`src/rtl/sha1_stream_hash_top_assert.svh`:
```
// assertion macros shared by the sha1 stream hash modules
`ifndef SHA1_STREAM_HASH_TOP_ASSERT_SVH
`define SHA1_STREAM_HASH_TOP_ASSERT_SVH

// same-cycle implication
`define SHA1SH_ASSERT_IMPL(label, clk, rst, ante, cons) \
  label: assert property (@(posedge clk) disable iff (rst) (ante) |-> (cons)) \
    else $error("sha1 stream hash check failed");

// next-cycle implication
`define SHA1SH_ASSERT_NEXT(label, clk, rst, ante, cons) \
  label: assert property (@(posedge clk) disable iff (rst) (ante) |=> (cons)) \
    else $error("sha1 stream hash check failed");

`endif

```
`src/rtl/sha1sh_pkg.sv`:
```
`default_nettype none

package sha1sh_pkg;

  localparam int BLOCK_WORDS  = 16;
  localparam int DIGEST_WORDS = 5;

  localparam logic [5:0] FILL_LAST   = 6'd63;
  localparam logic [5:0] FILL_LEN    = 6'd56;
  localparam logic [6:0] LAST_ROUND  = 7'd79;
  localparam logic [2:0] LAST_IDX    = 3'd4;
  localparam logic [7:0] PAD_MARK    = 8'h80;

  // byte source for a block write
  localparam logic [1:0] SRC_DATA = 2'd0;
  localparam logic [1:0] SRC_MARK = 2'd1;
  localparam logic [1:0] SRC_ZERO = 2'd2;
  localparam logic [1:0] SRC_LEN  = 2'd3;

  typedef struct packed {
    logic       push;
    logic [1:0] src;
    logic       load_work;
    logic       round;
    logic [6:0] rnd;
    logic       add;
    logic       load_out;
    logic [2:0] out_idx;
    logic       new_msg;
  } cmd_t;

  typedef struct packed {
    logic fill_last;
    logic fill_len;
    logic out_free;
  } stat_t;

  function automatic logic [31:0] iv_word(input logic [2:0] i);
    logic [31:0] v;
    case (i)
      3'd0:    v = 32'h67452301;
      3'd1:    v = 32'hEFCDAB89;
      3'd2:    v = 32'h98BADCFE;
      3'd3:    v = 32'h10325476;
      default: v = 32'hC3D2E1F0;
    endcase
    return v;
  endfunction

  function automatic logic [31:0] round_const(input logic [6:0] t);
    logic [31:0] k;
    if (t < 7'd20) begin
      k = 32'h5A827999;
    end else if (t < 7'd40) begin
      k = 32'h6ED9EBA1;
    end else if (t < 7'd60) begin
      k = 32'h8F1BBCDC;
    end else begin
      k = 32'hCA62C1D6;
    end
    return k;
  endfunction

endpackage

`default_nettype wire

```
`src/rtl/sha1sh_if.sv`:
```
`default_nettype none

interface sha1sh_in_if;
  logic       valid;
  logic       ready;
  logic [7:0] msg_byte;
  logic       byte_present;
  logic       end_of_message;

  modport source (output valid, output msg_byte, output byte_present,
                  output end_of_message, input ready);
  modport sink (input valid, input msg_byte, input byte_present,
                input end_of_message, output ready);
endinterface

interface sha1sh_out_if;
  logic        valid;
  logic        ready;
  logic [31:0] digest_word;
  logic [2:0]  word_index;
  logic        last_word;

  modport source (output valid, output digest_word, output word_index,
                  output last_word, input ready);
  modport sink (input valid, input digest_word, input word_index,
                input last_word, output ready);
endinterface

`default_nettype wire

```
`src/rtl/sha1sh_dp.sv`:
```
`default_nettype none
`include "sha1_stream_hash_top_assert.svh"

module sha1sh_dp (
  input  logic               clk,
  input  logic               rst,
  input  sha1sh_pkg::cmd_t   cmd,
  output sha1sh_pkg::stat_t  stat,
  input  logic [7:0]         msg_byte,
  output logic               out_valid,
  input  logic               out_ready,
  output logic [31:0]        digest_word,
  output logic [2:0]         word_index,
  output logic               last_word
);

  logic [31:0] sched [sha1sh_pkg::BLOCK_WORDS];
  logic [31:0] chain [sha1sh_pkg::DIGEST_WORDS];
  logic [31:0] a, b, c, d, e;
  logic [5:0]  fill;
  logic [60:0] byte_total;

  logic [63:0] bit_count;
  logic [63:0] len_shift;
  logic [7:0]  len_byte;
  logic [7:0]  push_byte;
  logic [31:0] mix;
  logic [31:0] new_w;
  logic [31:0] f;
  logic [31:0] t;

  // length bytes go out most significant first
  assign bit_count = {byte_total, 3'b000};
  assign len_shift = bit_count >> {~fill[2:0], 3'b000};
  assign len_byte  = len_shift[7:0];

  always_comb begin
    unique case (cmd.src)
      sha1sh_pkg::SRC_DATA: push_byte = msg_byte;
      sha1sh_pkg::SRC_MARK: push_byte = sha1sh_pkg::PAD_MARK;
      sha1sh_pkg::SRC_ZERO: push_byte = 8'h00;
      default:              push_byte = len_byte;
    endcase
  end

  // message schedule: w[t+16] from a 16-word window
  assign mix   = sched[13] ^ sched[8] ^ sched[2] ^ sched[0];
  assign new_w = {mix[30:0], mix[31]};

  always_comb begin
    if (cmd.rnd < 7'd20) begin
      f = (b & c) | (~b & d);
    end else if (cmd.rnd < 7'd40) begin
      f = b ^ c ^ d;
    end else if (cmd.rnd < 7'd60) begin
      f = (b & c) | (b & d) | (c & d);
    end else begin
      f = b ^ c ^ d;
    end
  end

  assign t = {a[26:0], a[31:27]} + f + e + sha1sh_pkg::round_const(cmd.rnd) + sched[0];

  // block bytes shift in big-endian, rounds shift whole words
  always_ff @(posedge clk) begin
    if (cmd.push) begin
      for (int i = 0; i < sha1sh_pkg::BLOCK_WORDS - 1; i++) begin
        sched[i] <= {sched[i][23:0], sched[i+1][31:24]};
      end
      sched[sha1sh_pkg::BLOCK_WORDS-1] <=
        {sched[sha1sh_pkg::BLOCK_WORDS-1][23:0], push_byte};
    end else if (cmd.round) begin
      for (int i = 0; i < sha1sh_pkg::BLOCK_WORDS - 1; i++) begin
        sched[i] <= sched[i+1];
      end
      sched[sha1sh_pkg::BLOCK_WORDS-1] <= new_w;
    end
  end

  always_ff @(posedge clk) begin
    if (cmd.load_work) begin
      a <= chain[0];
      b <= chain[1];
      c <= chain[2];
      d <= chain[3];
      e <= chain[4];
    end else if (cmd.round) begin
      a <= t;
      b <= a;
      c <= {b[1:0], b[31:2]};
      d <= c;
      e <= d;
    end
  end

  always_ff @(posedge clk) begin
    if (rst || cmd.new_msg) begin
      for (int i = 0; i < sha1sh_pkg::DIGEST_WORDS; i++) begin
        chain[i] <= sha1sh_pkg::iv_word(3'(i));
      end
    end else if (cmd.add) begin
      chain[0] <= chain[0] + a;
      chain[1] <= chain[1] + b;
      chain[2] <= chain[2] + c;
      chain[3] <= chain[3] + d;
      chain[4] <= chain[4] + e;
    end
  end

  always_ff @(posedge clk) begin
    if (rst || cmd.new_msg) begin
      fill       <= '0;
      byte_total <= '0;
    end else if (cmd.push) begin
      fill <= fill + 6'd1;
      if (cmd.src == sha1sh_pkg::SRC_DATA) begin
        byte_total <= byte_total + 61'd1;
      end
    end
  end

  // output register, one digest word per transfer
  always_ff @(posedge clk) begin
    if (rst) begin
      out_valid <= 1'b0;
    end else if (cmd.load_out) begin
      out_valid <= 1'b1;
    end else if (out_ready) begin
      out_valid <= 1'b0;
    end
  end

  always_ff @(posedge clk) begin
    if (cmd.load_out) begin
      digest_word <= chain[cmd.out_idx];
      word_index  <= cmd.out_idx;
      last_word   <= (cmd.out_idx == sha1sh_pkg::LAST_IDX);
    end
  end

  assign stat.fill_last = (fill == sha1sh_pkg::FILL_LAST);
  assign stat.fill_len  = (fill == sha1sh_pkg::FILL_LEN);
  assign stat.out_free  = !out_valid || out_ready;

  `SHA1SH_ASSERT_NEXT(a_block_wraps, clk, rst, cmd.load_work, fill == 6'd0)
  `SHA1SH_ASSERT_NEXT(a_msg_cleared, clk, rst, cmd.new_msg, byte_total == 61'd0 && fill == 6'd0)

endmodule

`default_nettype wire

```
`src/rtl/sha1sh_ctrl.sv`:
```
`default_nettype none
`include "sha1_stream_hash_top_assert.svh"

module sha1sh_ctrl (
  input  logic              clk,
  input  logic              rst,
  input  logic              in_valid,
  input  logic              in_present,
  input  logic              in_end,
  output logic              in_ready,
  input  sha1sh_pkg::stat_t stat,
  output sha1sh_pkg::cmd_t  cmd
);

  localparam logic [2:0] S_ACCEPT = 3'd0;
  localparam logic [2:0] S_ROUND  = 3'd1;
  localparam logic [2:0] S_ADD    = 3'd2;
  localparam logic [2:0] S_PAD    = 3'd3;
  localparam logic [2:0] S_OUT    = 3'd4;

  logic [2:0] state;
  logic [6:0] rnd;
  logic [2:0] idx;
  logic       pad_active;
  logic       marker_done;
  logic       len_phase;
  logic       final_blk;

  logic       xfer;
  logic [1:0] pad_src;

  assign in_ready = (state == S_ACCEPT);
  assign xfer     = in_ready && in_valid;

  always_comb begin
    if (!marker_done) begin
      pad_src = sha1sh_pkg::SRC_MARK;
    end else if (len_phase || stat.fill_len) begin
      pad_src = sha1sh_pkg::SRC_LEN;
    end else begin
      pad_src = sha1sh_pkg::SRC_ZERO;
    end
  end

  always_comb begin
    cmd = '0;
    unique case (state)
      S_ACCEPT: begin
        cmd.push      = xfer && in_present;
        cmd.src       = sha1sh_pkg::SRC_DATA;
        cmd.load_work = xfer && in_present && stat.fill_last;
      end
      S_ROUND: begin
        cmd.round = 1'b1;
        cmd.rnd   = rnd;
      end
      S_ADD: begin
        cmd.add = 1'b1;
      end
      S_PAD: begin
        cmd.push      = 1'b1;
        cmd.src       = pad_src;
        cmd.load_work = stat.fill_last;
      end
      S_OUT: begin
        cmd.load_out = stat.out_free;
        cmd.out_idx  = idx;
        cmd.new_msg  = stat.out_free && (idx == sha1sh_pkg::LAST_IDX);
      end
      default: ;
    endcase
  end

  always_ff @(posedge clk) begin
    if (rst) begin
      state       <= S_ACCEPT;
      rnd         <= '0;
      idx         <= '0;
      pad_active  <= 1'b0;
      marker_done <= 1'b0;
      len_phase   <= 1'b0;
      final_blk   <= 1'b0;
    end else begin
      unique case (state)
        S_ACCEPT: begin
          if (xfer) begin
            if (in_present && stat.fill_last) begin
              state      <= S_ROUND;
              pad_active <= in_end;
            end else if (in_end) begin
              state      <= S_PAD;
              pad_active <= 1'b1;
            end
          end
        end
        S_ROUND: begin
          if (rnd == sha1sh_pkg::LAST_ROUND) begin
            rnd   <= '0;
            state <= S_ADD;
          end else begin
            rnd <= rnd + 7'd1;
          end
        end
        S_ADD: begin
          if (final_blk) begin
            state <= S_OUT;
            idx   <= '0;
          end else if (pad_active) begin
            state <= S_PAD;
          end else begin
            state <= S_ACCEPT;
          end
        end
        S_PAD: begin
          marker_done <= 1'b1;
          if (pad_src == sha1sh_pkg::SRC_LEN) begin
            len_phase <= 1'b1;
          end
          if (stat.fill_last) begin
            state <= S_ROUND;
            if (pad_src == sha1sh_pkg::SRC_LEN) begin
              final_blk <= 1'b1;
            end
          end
        end
        S_OUT: begin
          if (stat.out_free) begin
            if (idx == sha1sh_pkg::LAST_IDX) begin
              state       <= S_ACCEPT;
              idx         <= '0;
              pad_active  <= 1'b0;
              marker_done <= 1'b0;
              len_phase   <= 1'b0;
              final_blk   <= 1'b0;
            end else begin
              idx <= idx + 3'd1;
            end
          end
        end
        default: begin
          state <= S_ACCEPT;
        end
      endcase
    end
  end

  `SHA1SH_ASSERT_NEXT(a_round_to_add, clk, rst, state == S_ROUND && rnd == sha1sh_pkg::LAST_ROUND, state == S_ADD)
  `SHA1SH_ASSERT_NEXT(a_msg_done, clk, rst, cmd.new_msg, state == S_ACCEPT && !pad_active && !final_blk)
  `SHA1SH_ASSERT_IMPL(a_push_states, clk, rst, cmd.push, state == S_ACCEPT || state == S_PAD)

endmodule

`default_nettype wire

```
`src/rtl/sha1_stream_hash_top.sv`:
```
// SHA-1 over a byte stream. Each transfer on msg carries one byte (used when
// byte_present is 1) and an end_of_message flag; the end item's own byte is
// hashed before padding. A message ending gives five transfers on digest,
// word_index 0 to 4, last_word on the fifth, after which a new message starts
// from the initial vector. Every full 64-byte block holds msg.ready low through
// 80 rounds on one shared round unit plus the chaining add. Padding writes one
// byte per cycle into the same block register, pausing while a block compresses,
// and may compress one extra block; the digest words leave through an output
// register that lets the next message start while the last word waits.
`default_nettype none

module sha1_stream_hash_top (
  input  logic         clk,
  input  logic         rst,
  sha1sh_in_if.sink    msg,
  sha1sh_out_if.source digest
);

  sha1sh_pkg::cmd_t  cmd;
  sha1sh_pkg::stat_t stat;

  sha1sh_ctrl u_ctrl (
    .clk        (clk),
    .rst        (rst),
    .in_valid   (msg.valid),
    .in_present (msg.byte_present),
    .in_end     (msg.end_of_message),
    .in_ready   (msg.ready),
    .stat       (stat),
    .cmd        (cmd)
  );

  sha1sh_dp u_dp (
    .clk         (clk),
    .rst         (rst),
    .cmd         (cmd),
    .stat        (stat),
    .msg_byte    (msg.msg_byte),
    .out_valid   (digest.valid),
    .out_ready   (digest.ready),
    .digest_word (digest.digest_word),
    .word_index  (digest.word_index),
    .last_word   (digest.last_word)
  );

endmodule

`default_nettype wire

```
`src/flat_wrapper.sv`:
```
// flat-port wrapper written by rule: the top's interface ports become plain ports
module sha1_stream_hash_top_flat 
  (clk, rst, msg_valid, msg_msg_byte, msg_byte_present, msg_end_of_message, msg_ready, digest_valid, digest_digest_word, digest_word_index, digest_last_word, digest_ready);
  sha1sh_in_if msg_i ();
  sha1sh_out_if digest_i ();
  input  logic clk;
  input  logic rst;
  input wire logic [$bits(msg_i.valid)-1:0] msg_valid;
  input wire logic [$bits(msg_i.msg_byte)-1:0] msg_msg_byte;
  input wire logic [$bits(msg_i.byte_present)-1:0] msg_byte_present;
  input wire logic [$bits(msg_i.end_of_message)-1:0] msg_end_of_message;
  output wire logic [$bits(msg_i.ready)-1:0] msg_ready;
  output wire logic [$bits(digest_i.valid)-1:0] digest_valid;
  output wire logic [$bits(digest_i.digest_word)-1:0] digest_digest_word;
  output wire logic [$bits(digest_i.word_index)-1:0] digest_word_index;
  output wire logic [$bits(digest_i.last_word)-1:0] digest_last_word;
  input wire logic [$bits(digest_i.ready)-1:0] digest_ready;
  assign msg_i.valid = msg_valid;
  assign msg_i.msg_byte = msg_msg_byte;
  assign msg_i.byte_present = msg_byte_present;
  assign msg_i.end_of_message = msg_end_of_message;
  assign msg_ready = msg_i.ready;
  assign digest_valid = digest_i.valid;
  assign digest_digest_word = digest_i.digest_word;
  assign digest_word_index = digest_i.word_index;
  assign digest_last_word = digest_i.last_word;
  assign digest_i.ready = digest_ready;
  sha1_stream_hash_top u_core (.clk(clk), .rst(rst), .msg(msg_i), .digest(digest_i));
endmodule
```
`config.mk`:
```
export PLATFORM = sky130hd
export DESIGN_NAME = sha1_stream_hash_top_flat
export DESIGN_NICKNAME = d
export VERILOG_FILES = /design/src/rtl/sha1sh_pkg.sv /design/src/rtl/sha1sh_if.sv /design/src/rtl/sha1sh_dp.sv /design/src/rtl/sha1sh_ctrl.sv /design/src/rtl/sha1_stream_hash_top.sv /design/src/flat_wrapper.sv
export VERILOG_INCLUDE_DIRS = /design/src /design/src/rtl
export SDC_FILE = /design/constraint.sdc
export NUM_CORES = 2
export LEC_CHECK = 0
export BUFFER_PORTS_ARGS = -buffer_cell sky130_fd_sc_hd__buf_2
export CAP_MARGIN = 10
export CORE_MARGIN = 2
export CORE_UTILIZATION = 51
export DETAILED_ROUTE_END_ITERATION = 12
export PLACE_DENSITY_LB_ADDON = 0.3
export SYNTH_ARGS = -nofsm -noshare
export SYNTH_HDL_FRONTEND = slang
export SYNTH_SLANG_ARGS = --single-unit
```
`constraint.sdc`:
```
create_clock -name clk -period 19.92 [get_ports clk]
set_input_delay 3.984 -clock clk [delete_from_list [all_inputs] [get_ports clk]]
set_output_delay 3.984 -clock clk [all_outputs]
set_load 0.01 [all_outputs]
```
==> impl_metrics.yaml <==
cts:
  tritoncts: "yes"
  cts-root-buf: "clkbuf_16"
  h_tree_depth: 3
  cts-resized-gates: 0
  tritoncts_num_sinks: 953
  postCtsSetupRepairBufs: 0
  ctsLongestPathBuffers: 3
  insertion_delay_ns: 0.71
  postCtsHoldBufs: 0
  tritoncts.num_buffers: 104
  clk_pin_slew_worst_paths_ns: 0.06
floorplan:
  top_level_ports: 52
  fp.coreArea_mm2: 0.107
  die_height_um: 332
  core.rowCount: 120
  floorplan.initialDensity_pct: 51.3
  die-area_mm2: 0.110
  die_w_um: 332
flow_run:
  max_cap_violations: 0
logic_synthesis:
  most_common_flop_cell_mapped_by_yosys: "edfxtp_1"
  flip_flop_and_latch_count_after_synthesis: 953
  synthesis.instances: 5739
  synth_area_per_cell_um2: 9.54
  synthesized_net_count: 6077
  synth_sequential_area_ratio_pct: 50.7
  yosys_warnings: 0
  number_of_enable_flip_flop_cells_after_synthesis: 868
  synth_cell_types: 82
  synth_area_mm2: 0.0548
  async_set_or_reset_flop_fraction_in_the_synthesized_netlist_pct: 0
sta:
  rsz0062_at_grt: "no"
  setup_viol: 0
  slew_violations: 0
  setup_tns_ns: 0
  timing.final.crit_share_pct: 35.6
  timing.max_slew.rel_slack_pct: 21.6
  tightestPinTransition_ns: 1.18
  hold_viol: 0
  fin_crit_ns: 7.09
  fin_skew_ns: 0.0703
  fmax_mhz: 141
cells_and_area:
  fin_cells: 7182
  area.growth.synth_to_final_pct: 9.42
  diodes: 0
  final_area_mm2: 0.0599
  final_layout_size_suffix_gt1_share_pct: 5.28
  design.final.nets: 6031
min_path:
  whs_endpoint: "u_core.u_ctrl.marker_done"
  hold_path_depth: 2
  min-delay-start: "u_core.u_ctrl.marker_done"
  kind_of_path_behind_the_tightest_hold_check: "reg -> reg"
placed_design:
  port_buffers: 51
  dpl-instance-area_mm2: 0.0563
  numPlacedInstances: 6990
  routabilityCongestion: 0.916
  post-dp-hpwl_mm: 94.6
detailed_routing:
  ant_nets: 0
  detailedRoute.firstPassIterationCount: 8
  routed_wire_length_per_instance_um: 19.0
  via_count: 40900
  drt_wl_total_mm: 137
  drc_errors: 0
  detail_route.vias_per_cell: 5.69
  detailedRoute.firstIterationViolations: 3942
global_routing:
  largest_net_degree_at_the_start_of_global_routing: 230
  wire_length_of_the_first_global_routing_pass_mm: 214
  grtUsageTotal_pct: 24.4
  first_global_vias: 38700
  grt_overflow_total: 0
  grt_antenna_before_repair: 1
run_status:
  run_status: "complete, no violations"
worst_setup_path:
  reg2reg_from: "u_core.u_ctrl.state[0]"
  critical_path_class: "reg -> reg"
  critical_path.max_fanout: 33
  reg2reg_depth: 23
  timing.critical_path.arrival_ns: 7.55
  cp_data_required_time_ns: 20.38
  crit_path_max_incr_delay_ns: 0.85
  reg2reg_setup_slack_ns: 12.83
  worst_setup_path_end_kind: "flip-flop"
  cp_slowest_cell: "dfxtp_1"
  critPathLaunchType: "flip-flop"
  worstReg2RegEnd: "u_core.u_dp.a[29]"
  crit_path_cell_trace: "nand2_4 > a21oi_4 > buf_4 > nand2_1 > buf_4 > nor2_1 > nor2_1 > fa_1 > inv_1 > fa_1 > inv_1 > fa_1 > inv_1 > ha_1 > nor2b_1 > o21a_1 > o21ai_0 > a21oi_1 > nor3_1 > o31ai_1 > o41ai_1 > nor4b_1 > a211o_1"
[metrics by stage]
step,util [%],hold slack (ns),setup WS (ns)
5_1_grt,56.1,0.494,12.45
4_1_cts,56.1,0.478,12.85
3_3_place_gp,52.8,0.440,12.34
3_5_place_dp,52.8,0.444,12.33
6_report,56.1,0.477,12.83
2_1_floorplan,-,0.429,3.06
[layout by cell type, fill, tap and decap left out, types with 13 or more instances in the layout]
| master | synthesis | final |
|---|---|---|
| nand4_1 | 33 | 33 |
| nand2b_1 | 29 | 29 |
| buf_4 | 0 | 39 |
| o22ai_1 | 48 | 48 |
| buf_2 | 1 | 51 |
| and3_1 | 65 | 65 |
| dfxtp_1 | 85 | 83 |
| edfxtp_1 | 868 | 868 |
| ha_1 | 199 | 199 |
| clkbuf_16 | 0 | 107 |
| o21bai_1 | 16 | 15 |
| clkinv_1 | 0 | 22 |
| xor2_1 | 113 | 113 |
| a221oi_1 | 23 | 23 |
| mux4_2 | 13 | 13 |
| a21oi_1 | 187 | 185 |
| xnor2_1 | 177 | 177 |
| nand2_1 | 1906 | 1901 |
| nand3_1 | 58 | 58 |
| and2_1 | 19 | 16 |
| or3_1 | 34 | 33 |
| mux2i_1 | 66 | 66 |
| clkinv_2 | 0 | 17 |
| bufinv_16 | 0 | 18 |
| nor2b_1 | 26 | 26 |
| nor3_1 | 52 | 51 |
| nor2_1 | 357 | 356 |
| o21ai_0 | 245 | 245 |
| fa_1 | 125 | 125 |
| o211ai_1 | 17 | 17 |
| clkbuf_1 | 218 | 15 |
| inv_1 | 337 | 337 |
| a211oi_1 | 51 | 51 |
| a31oi_1 | 61 | 61 |
| a21o_1 | 81 | 81 |
| o21a_1 | 40 | 40 |
[worst max-delay path, delay by kind of cell, from the launching register on]
| family | cells | cell delay, ns |
|---|---|---|
| fa+ha+maj | 4 | 1.95 |
| flops | 1 | 0.85 |
| buf+inv | 5 | 0.88 |
| simple gates | 7 | 1.31 |
| compound gates | 7 | 1.82 |
[routing by layer]
layer	vias to the layer above	global-route usage (%)	share of wire (%)
met2	1424	37.9	45
met1	19700	35.1	44
li1	19500	-	-
met3	239	3.51	7.2
met5	-	0	0
met4	0	8.78	3.6
[Yosys cell counts (all sizes together), types with 11 or more instances]
master     n  area (um^2)
a21boi    13         97.6
inv      337         1260
o22ai     48          300
fa       125         2500
nor4      11         83.8
xnor2    177         1550
nor3b     11         82.6
and3      65          407
nand4     33          206
or3       35          224
edfxtp   868        26100
a31oi     61          382
nor2     358         1350
a21o      81          608
xor2     113          990
buf       27          110
dfxtp     85         1700
a221oi    23          201
a21oi    187          936
o21a      40          300
mux2i     66          661
nand2b    29          181
ha       199         2490
a211oi    51          383
and2      19          119
o31ai     13          108
nor3      54          293
o211ai    17          128
nand3     58          290
nand2   1907         7160
nor2b     26          163
mux4      13          293
o21bai    16          120
clkbuf   218          818
o21ai    248         1240
[sequential cells by signal, indices dropped and copies added (netlist names), 3 cells and up]
register	cells
u_core.u_dp.d	32
u_core.u_dp.byte_total	61
u_core.u_dp.fill	6
u_core.u_dp.c	32
u_core.u_dp.word_index	3
u_core.u_ctrl.state	3
u_core.u_dp.chain	160
u_core.u_ctrl.idx	3
u_core.u_dp.b	32
u_core.u_dp.digest_word	32
u_core.u_ctrl.rnd	7
u_core.u_dp.sched	512
u_core.u_dp.e	32
u_core.u_dp.a	32
[cell type report]
type | count | area (um^2)
well taps | 1403 | 1760
clock buffers | 123 | 2750
multi-input cells | 4204 | 24900
inverters | 337 | 1260
flip-flops and latches | 953 | 27800
clock inverters | 69 | 878
fillers | 9171 | 46800
repair buffers | 93 | 608
[worst max path at each step]
stage	slack, ns	depth (start not counted)	from	to
after global placement	12.34	6	msg_byte_present	u_core.u_dp.sched[1][151]
final	12.83	23	u_core.u_ctrl.state[0]	u_core.u_dp.a[29]
after floorplan	3.06	5	msg_valid	u_core.u_dp.sched[0][0]
after CTS	12.85	23	u_core.u_ctrl.state[0]	u_core.u_dp.a[29]
after global routing	12.45	24	u_core.u_ctrl.state[0]	u_core.u_dp.a[29]
after detailed placement	12.33	6	msg_byte_present	u_core.u_dp.sched[1][159]
[cells by family (layout without fill, tap and decap cells)]
| logic type | Yosys count | in the layout | share of synthesized area [%] |
|---|---|---|---|
| muxes | 81 | 81 | 1.78 |
| AOI/OAI and AO/OA | 868 | 868 | 9.99 |
| adders and majority gates | 324 | 324 | 9.11 |
| DFF | 953 | 953 | 50.7 |
| buffers and inverters | 582 | 622 | 4.00 |
| and+or+nand+nor | 2641 | 2641 | 19.8 |
| xor gates and xnor gates | 290 | 290 | 4.64 |
Power is left out: the tool's default activity adds up to more than one toggle a clock period on the data nets, which glitch-free logic cannot reach.
